<file path="src/hw/rtl/utt_pkg.sv">
`timescale 1ns / 1ps
// ----------------------------------------------------------------------------
// utt_pkg: shared types and constants of the UTF-16 to UTF-8 transcoder
// Command format passed from the classifier to the byte emitter, and the
// code unit ranges used to tell surrogates apart.
// ----------------------------------------------------------------------------
package utt_pkg;

    localparam int unsigned UNIT_W = 16;
    localparam int unsigned CP_W   = 21;
    localparam int unsigned LEN_W  = 3;
    localparam int unsigned BYTE_W = 8;

    localparam logic [UNIT_W-1:0] SURR_FIRST = 16'hD800;
    localparam logic [UNIT_W-1:0] HIGH_LAST  = 16'hDBFF;
    localparam logic [UNIT_W-1:0] LOW_FIRST  = 16'hDC00;
    localparam logic [UNIT_W-1:0] SURR_LAST  = 16'hDFFF;
    localparam logic [UNIT_W-1:0] UNIT_MAX   = 16'hFFFF;

    localparam logic [CP_W-1:0]   SUPP_BASE  = 21'h10000;
    localparam logic [CP_W-1:0]   ONE_LIMIT  = 21'h80;
    localparam logic [CP_W-1:0]   TWO_LIMIT  = 21'h800;

    // UTF-8 sequence lengths
    localparam logic [LEN_W-1:0] LEN_NONE  = 3'd0;
    localparam logic [LEN_W-1:0] LEN_ONE   = 3'd1;
    localparam logic [LEN_W-1:0] LEN_TWO   = 3'd2;
    localparam logic [LEN_W-1:0] LEN_THREE = 3'd3;
    localparam logic [LEN_W-1:0] LEN_FOUR  = 3'd4;

    localparam logic [BYTE_W-1:0] TERM_BYTE = 8'h00;

    // One queued command: a code point of len bytes, then an optional terminator
    typedef struct packed {
        logic [CP_W-1:0]  cp;
        logic [LEN_W-1:0] len;
        logic             term;
    } t_cmd;

endpackage

</file>
<file path="src/hw/rtl/utt_front.sv">
`timescale 1ns / 1ps
// ----------------------------------------------------------------------------
// utt_front: code unit classifier
// Accepts UTF-16 code units, pairs surrogates, tracks the string limit and
// turns each unit into at most one command for the byte emitter.
// ----------------------------------------------------------------------------
module utt_front
    import utt_pkg::*;
(
    input  logic              i_clk,
    input  logic              i_rst_n,
    input  logic              i_accept,
    input  logic [UNIT_W-1:0] i_code_unit,
    input  logic [UNIT_W-1:0] i_max_units,
    output logic              o_cmd_push,
    output t_cmd              o_cmd
);

    logic              r_held_valid, n_held_valid;
    logic [9:0]        r_held_bits, n_held_bits;
    logic [UNIT_W-1:0] r_count, n_count;
    logic              r_skip, n_skip;

    logic [UNIT_W-1:0] cnt_inc;
    logic              at_limit;
    logic              is_surr;
    logic              is_high;
    logic              is_low;
    logic [CP_W-1:0]   pair_cp;
    logic [CP_W-1:0]   bmp_cp;
    t_cmd              cmd;

    assign cnt_inc  = (r_count == UNIT_MAX) ? r_count : r_count + 16'd1;
    assign at_limit = (i_max_units != '0) && (cnt_inc >= i_max_units);
    assign is_surr  = (i_code_unit >= SURR_FIRST) && (i_code_unit <= SURR_LAST);
    assign is_high  = is_surr && (i_code_unit <= HIGH_LAST);
    assign is_low   = is_surr && (i_code_unit >= LOW_FIRST);
    assign pair_cp  = SUPP_BASE + {1'b0, r_held_bits, i_code_unit[9:0]};
    assign bmp_cp   = {5'd0, i_code_unit};

    always_comb begin
        n_held_valid = r_held_valid;
        n_held_bits  = r_held_bits;
        n_count      = r_count;
        n_skip       = r_skip;
        cmd.cp       = bmp_cp;
        cmd.len      = LEN_NONE;
        cmd.term     = 1'b0;
        if (r_skip) begin
            // drop everything until the zero unit that ends the string
            if (i_code_unit == '0) begin
                n_skip = 1'b0;
            end
        end else if (i_code_unit == '0) begin
            n_held_valid = 1'b0;
            n_held_bits  = '0;
            n_count      = '0;
            cmd.term     = 1'b1;
        end else begin
            n_count      = cnt_inc;
            n_held_valid = 1'b0;
            n_held_bits  = '0;
            if (r_held_valid && is_low) begin
                cmd.cp  = pair_cp;
                cmd.len = LEN_FOUR;
            end else if (!is_surr) begin
                if (bmp_cp < ONE_LIMIT) begin
                    cmd.len = LEN_ONE;
                end else if (bmp_cp < TWO_LIMIT) begin
                    cmd.len = LEN_TWO;
                end else begin
                    cmd.len = LEN_THREE;
                end
            end else if (is_high && !at_limit) begin
                n_held_valid = 1'b1;
                n_held_bits  = i_code_unit[9:0];
            end
            if (at_limit) begin
                n_held_valid = 1'b0;
                n_held_bits  = '0;
                n_count      = '0;
                n_skip       = 1'b1;
                cmd.term     = 1'b1;
            end
        end
    end

    assign o_cmd      = cmd;
    assign o_cmd_push = i_accept && ((cmd.len != LEN_NONE) || cmd.term);

    always_ff @(posedge i_clk) begin
        if (!i_rst_n) begin
            r_held_valid <= 1'b0;
            r_held_bits  <= '0;
            r_count      <= '0;
            r_skip       <= 1'b0;
        end else if (i_accept) begin
            r_held_valid <= n_held_valid;
            r_held_bits  <= n_held_bits;
            r_count      <= n_count;
            r_skip       <= n_skip;
        end
    end

endmodule

</file>
<file path="src/hw/rtl/utt_fifo.sv">
`timescale 1ns / 1ps
// ----------------------------------------------------------------------------
// utt_fifo: command queue
// Small queue between classifier and emitter; head entry is shown directly.
// ----------------------------------------------------------------------------
module utt_fifo
    import utt_pkg::*;
#(
    parameter int unsigned DEPTH = 4
) (
    input  logic i_clk,
    input  logic i_rst_n,
    input  logic i_push,
    input  t_cmd i_cmd,
    input  logic i_pop,
    output t_cmd o_cmd,
    output logic o_full,
    output logic o_empty
);

    localparam int unsigned PTR_W = (DEPTH > 1) ? $clog2(DEPTH) : 1;
    localparam int unsigned CNT_W = $clog2(DEPTH + 1);
    localparam logic [PTR_W-1:0] PTR_LAST = PTR_W'(DEPTH - 1);
    localparam logic [CNT_W-1:0] CNT_FULL = CNT_W'(DEPTH);

    t_cmd             r_mem [DEPTH];
    logic [PTR_W-1:0] r_wr_ptr;
    logic [PTR_W-1:0] r_rd_ptr;
    logic [CNT_W-1:0] r_count;

    logic do_push;
    logic do_pop;

    assign o_full  = (r_count == CNT_FULL);
    assign o_empty = (r_count == '0);
    assign do_push = i_push && !o_full;
    assign do_pop  = i_pop && !o_empty;
    assign o_cmd   = r_mem[r_rd_ptr];

    always_ff @(posedge i_clk) begin
        if (do_push) begin
            r_mem[r_wr_ptr] <= i_cmd;
        end
    end

    always_ff @(posedge i_clk) begin
        if (!i_rst_n) begin
            r_wr_ptr <= '0;
            r_rd_ptr <= '0;
            r_count  <= '0;
        end else begin
            if (do_push) begin
                r_wr_ptr <= (r_wr_ptr == PTR_LAST) ? '0 : r_wr_ptr + 1'b1;
            end
            if (do_pop) begin
                r_rd_ptr <= (r_rd_ptr == PTR_LAST) ? '0 : r_rd_ptr + 1'b1;
            end
            if (do_push && !do_pop) begin
                r_count <= r_count + 1'b1;
            end else if (do_pop && !do_push) begin
                r_count <= r_count - 1'b1;
            end
        end
    end

endmodule

</file>
<file path="src/hw/rtl/utt_back.sv">
`timescale 1ns / 1ps
// ----------------------------------------------------------------------------
// utt_back: UTF-8 byte emitter
// Walks commands one byte per cycle unless stalled into the output register.
// ----------------------------------------------------------------------------
module utt_back
    import utt_pkg::*;
(
    input  logic              i_clk,
    input  logic              i_rst_n,
    input  t_cmd              i_cmd,
    input  logic              i_cmd_empty,
    output logic              o_cmd_pop,
    input  logic              i_pop,
    output logic              o_empty,
    output logic [BYTE_W-1:0] o_out_byte,
    output logic              o_last
);

    t_cmd              r_cmd;
    logic              r_busy;
    logic [LEN_W-1:0]  r_idx;
    logic              r_out_valid;
    logic [BYTE_W-1:0] r_out_byte;
    logic              r_out_last;

    t_cmd              src;
    logic [LEN_W-1:0]  idx;
    logic [LEN_W-1:0]  total;
    logic [LEN_W-1:0]  pos;
    logic              emit;
    logic              done;
    logic              is_term;
    logic [BYTE_W-1:0] byte_val;

    assign src     = r_busy ? r_cmd : i_cmd;
    assign idx     = r_busy ? r_idx : '0;
    assign total   = src.len + {2'd0, src.term};
    assign emit    = (r_busy || !i_cmd_empty) && (!r_out_valid || i_pop);
    assign done    = (idx + 3'd1) == total;
    assign is_term = (idx == src.len);
    assign pos     = src.len - idx - 3'd1;

    always_comb begin
        byte_val = TERM_BYTE;
        if (!is_term) begin
            if (idx == '0) begin
                case (src.len)
                    LEN_ONE:   byte_val = {1'b0, src.cp[6:0]};
                    LEN_TWO:   byte_val = {3'b110, src.cp[10:6]};
                    LEN_THREE: byte_val = {4'b1110, src.cp[15:12]};
                    LEN_FOUR:  byte_val = {5'b11110, src.cp[20:18]};
                    default:   byte_val = TERM_BYTE;
                endcase
            end else begin
                case (pos)
                    3'd0:    byte_val = {2'b10, src.cp[5:0]};
                    3'd1:    byte_val = {2'b10, src.cp[11:6]};
                    3'd2:    byte_val = {2'b10, src.cp[17:12]};
                    default: byte_val = TERM_BYTE;
                endcase
            end
        end
    end

    assign o_cmd_pop = emit && !r_busy;

    always_ff @(posedge i_clk) begin
        if (emit) begin
            r_out_byte <= byte_val;
            r_out_last <= is_term;
            if (!r_busy) begin
                r_cmd <= i_cmd;
            end
            r_idx <= idx + 3'd1;
        end
    end

    always_ff @(posedge i_clk) begin
        if (!i_rst_n) begin
            r_busy      <= 1'b0;
            r_out_valid <= 1'b0;
        end else begin
            if (emit) begin
                r_busy      <= !done;
                r_out_valid <= 1'b1;
            end else if (i_pop) begin
                r_out_valid <= 1'b0;
            end
        end
    end

    assign o_empty    = !r_out_valid;
    assign o_out_byte = r_out_byte;
    assign o_last     = r_out_last;

endmodule

</file>
<file path="src/hw/rtl/utf16_to_utf8_transcoder_unit.sv">
`timescale 1ns / 1ps
// ----------------------------------------------------------------------------
// utf16_to_utf8_transcoder_unit: UTF-16 code units in, UTF-8 bytes out
// Path: a code unit accepted into the front goes through the command queue and
//   then the output register before its first byte shows on the byte ports.
// Throughput: one code unit per cycle in while the command queue has room;
//   one byte per cycle out while bytes are popped; a unit makes 0 to 5 bytes.
// Reset (synchronous, active low) clears the queue, the held surrogate, the
//   unit count, the skip mode, the output slot and max_units.
// ----------------------------------------------------------------------------
module utf16_to_utf8_transcoder_unit
    import utt_pkg::*;
#(
    parameter int unsigned QUEUE_DEPTH = 4
) (
    input  logic              i_clk,
    input  logic              i_rst_n,
    // code unit side
    input  logic              push,
    output logic              full,
    input  logic [UNIT_W-1:0] i_code_unit,
    // byte side
    output logic              empty,
    input  logic              pop,
    output logic [BYTE_W-1:0] o_out_byte,
    output logic              o_last,
    // configuration port
    input  logic              psel,
    input  logic              penable,
    input  logic              pwrite,
    input  logic [1:0]        paddr,
    input  logic [31:0]       pwdata,
    output logic [31:0]       prdata,
    output logic              pready
);

    // Register file: max_units is the only register, at byte address 0.
    // paddr holds just the byte offset, so every transaction hits it.
    logic [UNIT_W-1:0] r_max_units;
    logic              cfg_write;

    assign pready    = 1'b1;
    assign cfg_write = psel && penable && pwrite && (paddr[1:0] <= 2'd3);
    assign prdata    = {16'd0, r_max_units};

    always_ff @(posedge i_clk) begin
        if (!i_rst_n) begin
            r_max_units <= '0;
        end else if (cfg_write) begin
            r_max_units <= pwdata[UNIT_W-1:0];
        end
    end

    // Front: accept a unit whenever the command queue can take its command.
    // A unit always makes at most one command, so queue space is the only stall.
    logic q_full;
    logic q_empty;
    logic q_pop;
    logic cmd_push;
    logic accept;
    t_cmd front_cmd;
    t_cmd head_cmd;

    assign full   = q_full;
    assign accept = push && !q_full;

    utt_front u_front (
        .i_clk       (i_clk),
        .i_rst_n     (i_rst_n),
        .i_accept    (accept),
        .i_code_unit (i_code_unit),
        .i_max_units (r_max_units),
        .o_cmd_push  (cmd_push),
        .o_cmd       (front_cmd)
    );

    // Queue decouples unit intake from byte emission
    utt_fifo #(
        .DEPTH (QUEUE_DEPTH)
    ) u_fifo (
        .i_clk   (i_clk),
        .i_rst_n (i_rst_n),
        .i_push  (cmd_push),
        .i_cmd   (front_cmd),
        .i_pop   (q_pop),
        .o_cmd   (head_cmd),
        .o_full  (q_full),
        .o_empty (q_empty)
    );

    // Back: expand each command into bytes; the output register holds a
    // byte while the consumer stalls, and refills in the cycle it is taken.
    utt_back u_back (
        .i_clk       (i_clk),
        .i_rst_n     (i_rst_n),
        .i_cmd       (head_cmd),
        .i_cmd_empty (q_empty),
        .o_cmd_pop   (q_pop),
        .i_pop       (pop),
        .o_empty     (empty),
        .o_out_byte  (o_out_byte),
        .o_last      (o_last)
    );

endmodule

</file>
<file path="config.mk">
export PLATFORM = sky130hd
export DESIGN_NAME = utf16_to_utf8_transcoder_unit
export DESIGN_NICKNAME = d
export VERILOG_FILES = /design/src/hw/rtl/utt_pkg.sv /design/src/hw/rtl/utt_front.sv /design/src/hw/rtl/utt_fifo.sv /design/src/hw/rtl/utt_back.sv /design/src/hw/rtl/utf16_to_utf8_transcoder_unit.sv
export SDC_FILE = /design/constraint.sdc
export NUM_CORES = 1
export LEC_CHECK = 0
export ABC_AREA = 0
export BUFFER_PORTS_ARGS = -buffer_cell sky130_fd_sc_hd__buf_2
export CELL_PAD_IN_SITES_DETAIL_PLACEMENT = 0
export CELL_PAD_IN_SITES_GLOBAL_PLACEMENT = 1
export CORE_MARGIN = 2
export CORE_UTILIZATION = 53
export CTS_BUF_LIST = sky130_fd_sc_hd__clkbuf_4 sky130_fd_sc_hd__clkbuf_8
export DETAILED_ROUTE_END_ITERATION = 8
export PLACE_DENSITY_LB_ADDON = 0.1
export SYNTH_ARGS = -nofsm -noshare
export SYNTH_HDL_FRONTEND = slang
export SYNTH_SLANG_ARGS = --single-unit
</file>
<file path="constraint.sdc">
create_clock -name i_clk -period 9.3 [get_ports i_clk]
set_input_delay 1.86 -clock i_clk [delete_from_list [all_inputs] [get_ports i_clk]]
set_output_delay 1.86 -clock i_clk [all_outputs]
set_load 0.05 [all_outputs]
</file>
# Word-level counts from Yosys, hierarchy flattened

Memories as Yosys holds them, arrays and structs flattened. A register that Yosys moved wholly into a read port is not among the register bits.
Index checks and enable logic that the tools add are counted.

Magnitude comparators: 8
Equality and inequality tests: 12
Reduce and logical (&&, ||, !) cells: 37
Bitwise operators: 1
Add/sub/neg operators: 10
Muxes and demuxes: 40

Operators with widths:

| operator                                                                       | count |
|---|---|
| 10-bit 2-to-1 mux                                                              | 5 |
| 25-bit 2-to-1 mux                                                              | 2 |
| 16-bit 2-to-1 mux                                                              | 3 |
| 16-bit >= comparator, second input constant                                    | 2 |
| 16-bit <= comparator, second input constant                                    | 2 |
| 8-bit one-hot mux with 4 select lines                                          | 1 |
| 24-bit 2-to-1 mux                                                              | 1 |
| 8-bit one-hot mux with 3 select lines                                          | 1 |
| 17-bit by 20-bit adder with 21-bit output, first input constant                | 1 |
| 21-bit 2-to-1 mux                                                              | 1 |
| 3-bit 2-to-1 mux                                                               | 6 |
| 1-bit logical AND                                                              | 17 |
| 16-bit by 1-bit adder with 16-bit output, second input constant                | 1 |
| 16-bit equality test, second input constant                                    | 1 |
| 16-bit >= comparator                                                           | 1 |
| 16-bit zero test                                                               | 1 |
| 16-bit by 12-bit less-than comparator with 1-bit output, second input constant | 1 |
| 16-bit by 8-bit less-than comparator with 1-bit output, second input constant  | 1 |
| 16-bit nonzero test                                                            | 1 |
| 1-bit 2-to-1 mux                                                               | 15 |
| 3-bit by 2-bit equality test with 1-bit output, second input constant          | 3 |
| 3-bit zero test                                                                | 3 |
| 1-bit zero test                                                                | 8 |
| 2-bit 2-to-1 mux                                                               | 4 |
| other kinds (16)                                                               | 26 |

Output and inout port bits: 44
Input port bits: 57
RAM bits: 100
Bits in registers: 90
Memories kept: 1
Logic and storage cells: 125

Memories:

| memory       | depth | bits a word | read ports | clocked after memory_dff | wr ports | RTL line       | text |
|---|---|---|---|---|---|---|---|
| u_fifo.r_mem | 4     | 25          | 1          | 1                        | 1        | utt_fifo.sv:26 | `t_cmd r_mem [DEPTH];` |

# Logic depth before layout (Yosys ltp)

Word-level depth: 15
Gate-level depth with buffers: 20
Mapped depth without buffers: 19

# Hierarchy

From an unflattened synthesis, not the netlist that was laid out.

Cells, all modules: 714
Area total of the unflattened synthesis: 9285.2 µm²

By module, submodules not included:

| module                        | area an instance (µm²) | seq. area each (µm²) | times used | cells each |
|---|---|---|---|---|
| utt_fifo                      | 4131.5                 | 3183.1               | 1          | 182 |
| utt_front                     | 2190.9                 | 560.5                | 1          | 269 |
| utt_back                      | 2169.6                 | 1151.1               | 1          | 173 |
| utf16_to_utf8_transcoder_unit | 793.3                  | 320.3                | 1          | 90 |

# Least setup slack after synthesis

Ideal clock, no wire load.

Kind: register -> register
Start point: reg u_front.r_count[0]
End point: reg u_fifo.r_count[2]
Stages on the path, launching flop included: 21
Data arrival time: 4.479 ns
Library setup time: 0.076 ns
Path slack: 4.745 ns
Buffers on the path: 1
Clock period less this slack: 4.555 ns
Path through: dfxtp_1 > ha_1 > inv_1 > or2_4 > or3_1 > buf_2 > and3_1 > xnor2_1 > inv_1 > ha_1 > nand4_1 > or3_1 > a221oi_1 > o41ai_2 > a31oi_2 > ha_1 > inv_1 > fa_1 > xor2_1 > or3_1 > a21boi_0

Longest elaborated chain between the ends: 13
Elaborated cells on any way between the ends: 16
Classes of those cells: add/sub (1); order compare (1); eq/ne (1); mux (5); reduce/logical (8)

Ends and longest elaborated chain:

| element                                                                          | RTL line         | text |
|---|---|---|
| start, declared                                                                  | utt_front.sv:21  | `logic [UNIT_W-1:0] r_count, n_count;` |
| start signal, assigned                                                           | utt_front.sv:100 | `r_count <= n_count;` |
| 16-bit by 1-bit adder with 16-bit output or 16-bit equality test (tied branches) | utt_front.sv:33  | `assign cnt_inc = (r_count == UNIT_MAX) ? r_count : r_count + 16'd1;` |
| 16-bit 2-to-1 mux *                                                              | utt_front.sv:33  |  |
| 16-bit >= comparator *                                                           | utt_front.sv:34  | `assign at_limit = (i_max_units != '0) && (cnt_inc >= i_max_units);` |
| 1-bit logical AND *                                                              | utt_front.sv:34  |  |
| 1-bit 2-to-1 mux *                                                               | utt_front.sv:78  | `if (at_limit) begin` |
| 1-bit 2-to-1 mux *                                                               | utt_front.sv:54  | `end else if (i_code_unit == '0) begin` |
| 25-bit 2-to-1 mux *                                                              | utt_front.sv:49  | `if (r_skip) begin` |
| 1-bit logical OR *                                                               | utt_front.sv:89  | `assign o_cmd_push = i_accept && ((cmd.len != LEN_NONE) \|\| cmd.term);` |
| 1-bit logical AND *                                                              | utt_front.sv:89  |  |
| 1-bit logical AND *                                                              | utt_fifo.sv:36   | `assign do_push = i_push && !o_full;` |
| net u_fifo.do_push                                                               | utt_fifo.sv:31   | `logic do_push;` |
| 1-bit zero test                                                                  | utt_fifo.sv:60   | `end else if (do_pop && !do_push) begin` |
| 1-bit logical AND                                                                | utt_fifo.sv:60   |  |
| 2-bit nonzero test (no source line)                                              | --               |  |
| end signal, assigned                                                             | utt_fifo.sv:59   | `r_count <= r_count + 1'b1;` |
| end signal, assigned                                                             | utt_fifo.sv:61   | `r_count <= r_count - 1'b1;` |
| end, declared                                                                    | utt_fifo.sv:29   | `logic [CNT_W-1:0] r_count;` |

The timed path passes the listed nets; every way through them passes the cells marked *.
A chain may end at the register's enable or synchronous reset.

# Worst setup path in the final report

Same ends and word-level chain as after synthesis.

==> results_dict.tcl <==
set metrics [dict create \
    tritoncts "built" \
    slew_violations 0 \
    crit_type "register to register" \
    crit_path_end_kind "register" \
    grt_max_degree 53 \
    cp-start-kind "register" \
    final_common_cell "edfxtp_1" \
    drt_iter0_drc 351 \
    mostFrequentLayoutCells "edfxtp_1, nand2_1, buf_2, dfxtp_1, nor2_1" \
    fp-row-count 47 \
    setup_viol 0 \
    core_area_um2 16700 \
    yosys_warnings 0 \
    fp.dieH_um 135 \
    hpwlAfterDp_um 13000 \
    fillers 1371 \
    cpMaxStageDelayCell "or3_1" \
    pre_cts_ws_ns 3.90 \
    area_growth_pct 9.83 \
    first_pass_iters 5 \
    cts_setup_buffers 0 \
    min_period_ns 5.44 \
    ir_drop_uv 182 \
    ys_seq_area_frac 0.572 \
    period_share 0.585 \
    placed_area_um2 9590 \
    p_per_area_nw_per_um2 291 \
    fin_skew_ns 0.00926 \
    worst_slew_pin_slew_ns 0.951 \
    clk_latency_ns 0.47 \
    initial_core_util 0.545 \
    crit_chain "ha_1 > inv_1 > or2_4 > or3_1 > and3_1 > xnor2_1 > inv_1 > ha_1 > nand4_1 > or3_1 > a221oi_1 > o41ai_4 > buf_4 > a31oi_2 > ha_1 > inv_1 > fa_1 > xor2_1 > or3_1 > a21boi_0" \
    antenna_left 0 \
    rsz0062_at_grt "no" \
    critPathMaxFanout 23 \
    leakage_uw 0.00365 \
    hold_viol 0 \
    setup-tns-final_ns 0 \
    avgRoutedWirePerCell_um 18.5 \
    place_congestion 0.877 \
    fmax_mhz 184 \
    via_per_inst 5.73 \
    layout-drive-gt1-share 0.212 \
    htreeDepth 4 \
    clk_path_buf_depth 2 \
    grt_overflow 0 \
    cts.clk_slew.worst_paths_ns 0.09 \
    yosys_most_used_dff "edfxtp_1" \
    vias 5866 \
    synthesis.area_um2 9110 \
    ios 101 \
    syn_inst 724 \
    postCtsResizedCells 0 \
    setup_ws_ns 3.86 \
    wl_um 18900 \
    root_buffer "clkbuf_8" \
    synth-seq-cells 192 \
    drc 0 \
    grt_pass1_wl_um 30400 \
    cp.arrival_ns 5.84 \
    hp-class "register to register" \
    slew_headroom 0.350 \
    io_buffer_count 65 \
    antenna_found_initial 4 \
    die_area_um2 18300 \
    ys_async_sr_fraction 0 \
    synth_area_per_cell_um2 12.6 \
    die_x_um 135 \
    grt_util_all_layers 0.219 \
    critical_path_required_ns 9.70 \
    hold_ws_ns 0.472 \
    yosysUniqueCellTypes 65 \
    cap_viol_max_count 0 \
    status "complete, no violations" \
    cts_num_sinks 192 \
    final_area_um2 10000 \
    cts_hold_buf 0 \
    synth_edf_count 137 \
    critPathMaxStageDelay_ns 0.50 \
    cts_buffers 17 \
    first_global_vias 5847 \
    nets 877 \
]
==> report_power, final <==
part           internal [µW]  total [µW]  switching, µW  leakage (µW)
sequential              1140        1200           56.6       0.00172
clock                    267         560            293      0.000193
combinational            442        1160            714       0.00173
total                   1850        2920           1060       0.00365
==> cells by family (layout without fill, tap and decap cells) <==
logic type | after synthesis | count (layout) | synth area share
AOI/OAI and AO/OA | 100 | 100 | 0.0784
xor gates and xnor gates | 28 | 28 | 0.0269
adders and majority gates | 32 | 32 | 0.0456
buffers and inverters | 88 | 150 | 0.0470
DFF | 192 | 192 | 0.572
muxes | 66 | 66 | 0.114
other | 2 | 20 | 0.000824
and+or+nand+nor | 216 | 216 | 0.115
==> cell type report <==
type	count	area, µm²	share of cell area
diodes	3	7.51	0.000750
multi-input cells	459	3550	0.354
clock inverters	14	163	0.0163
clock buffers	18	241	0.0241
inverters	44	165	0.0165
repair buffers	74	393	0.0393
flip-flops and latches	192	5220	0.521
well taps	220	275	0.0275
==> stage by stage <==
| stage | instances | total power (µW) | utilization |
|---|---|---|---|
| 6_report | 1024 | 2920 | 0.599 |
| 5_1_grt | 1021 | 3080 | 0.599 |
| 4_1_cts | 1021 | 2930 | 0.599 |
| 3_5_place_dp | 989 | 2370 | 0.574 |
| 3_3_place_gp | 989 | 2340 | 0.574 |
| 2_1_floorplan | 739 | 2110 | - |
==> critical path, delay by kind of cell, from the launching register on <==
family,cells,cell delay [ns]
flip-flops,1,0.42
buffers and inverters,4,0.47
AO/OA/AOI/OAI,4,1.13
AND/OR/NAND/NOR,6,1.70
adder cells (fa/ha/maj),4,1.25
XOR/XNOR,2,0.39
==> registers in the layout, indices dropped and copies added (netlist names), 2 cells and up, named ones only <==
name and cells:
u_front.r_held_bits 10, u_back.r_idx 3, u_fifo.r_count 3, u_back.r_cmd 25
u_fifo.r_rd_ptr 2, u_front.r_count 16, u_fifo.r_mem 100, u_fifo.r_wr_ptr 2
r_max_units 16, u_back.o_out_byte 8
==> synth_stat cells, types with 7 or more instances <==
library cell  instances  area, µm²
nand2_1              71        267
mux2i_1              12        120
xor2_1               10       87.6
o21ai_0              11       55.1
xnor2_1              18        158
edfxtp_1            137       4110
a21boi_0             30        225
and3_1               10       62.6
clkbuf_1             15       56.3
nor4_1                9       56.3
nor2_1               46        173
and2_1                7       43.8
buf_2                 9       45.0
nor3_1               12       60.1
nand4_1              10       62.6
nand3_1              27        135
mux2_2               26        293
a21oi_1              15       75.1
a211oi_1              7       52.6
dfxtp_1              55       1100
ha_1                 30        375
mux4_2               25        563
buf_4                17        128
inv_1                41        154
==> final timing paths <==
path	endpoint	cells after the start	slack, ns	start
hold reg to reg	u_front.r_held_bits[5]	2	0.47	u_front.r_held_bits[5]
setup / recovery	u_fifo.r_count[2]	20	3.86	u_front.r_count[0]
setup reg to reg	u_fifo.r_count[2]	20	3.86	u_front.r_count[0]
hold / removal	u_front.r_held_bits[5]	2	0.47	u_front.r_held_bits[5]
==> metal layers <==
layer,wire length (µm),track usage,part of all wire
met1,7630,0.257,0.40
met2,9820,0.391,0.52
met3,1060,0.0556,0.056
met4,391,0.0770,0.021
met5,8,0,0.00042
(Power assumes the default switching activity.)
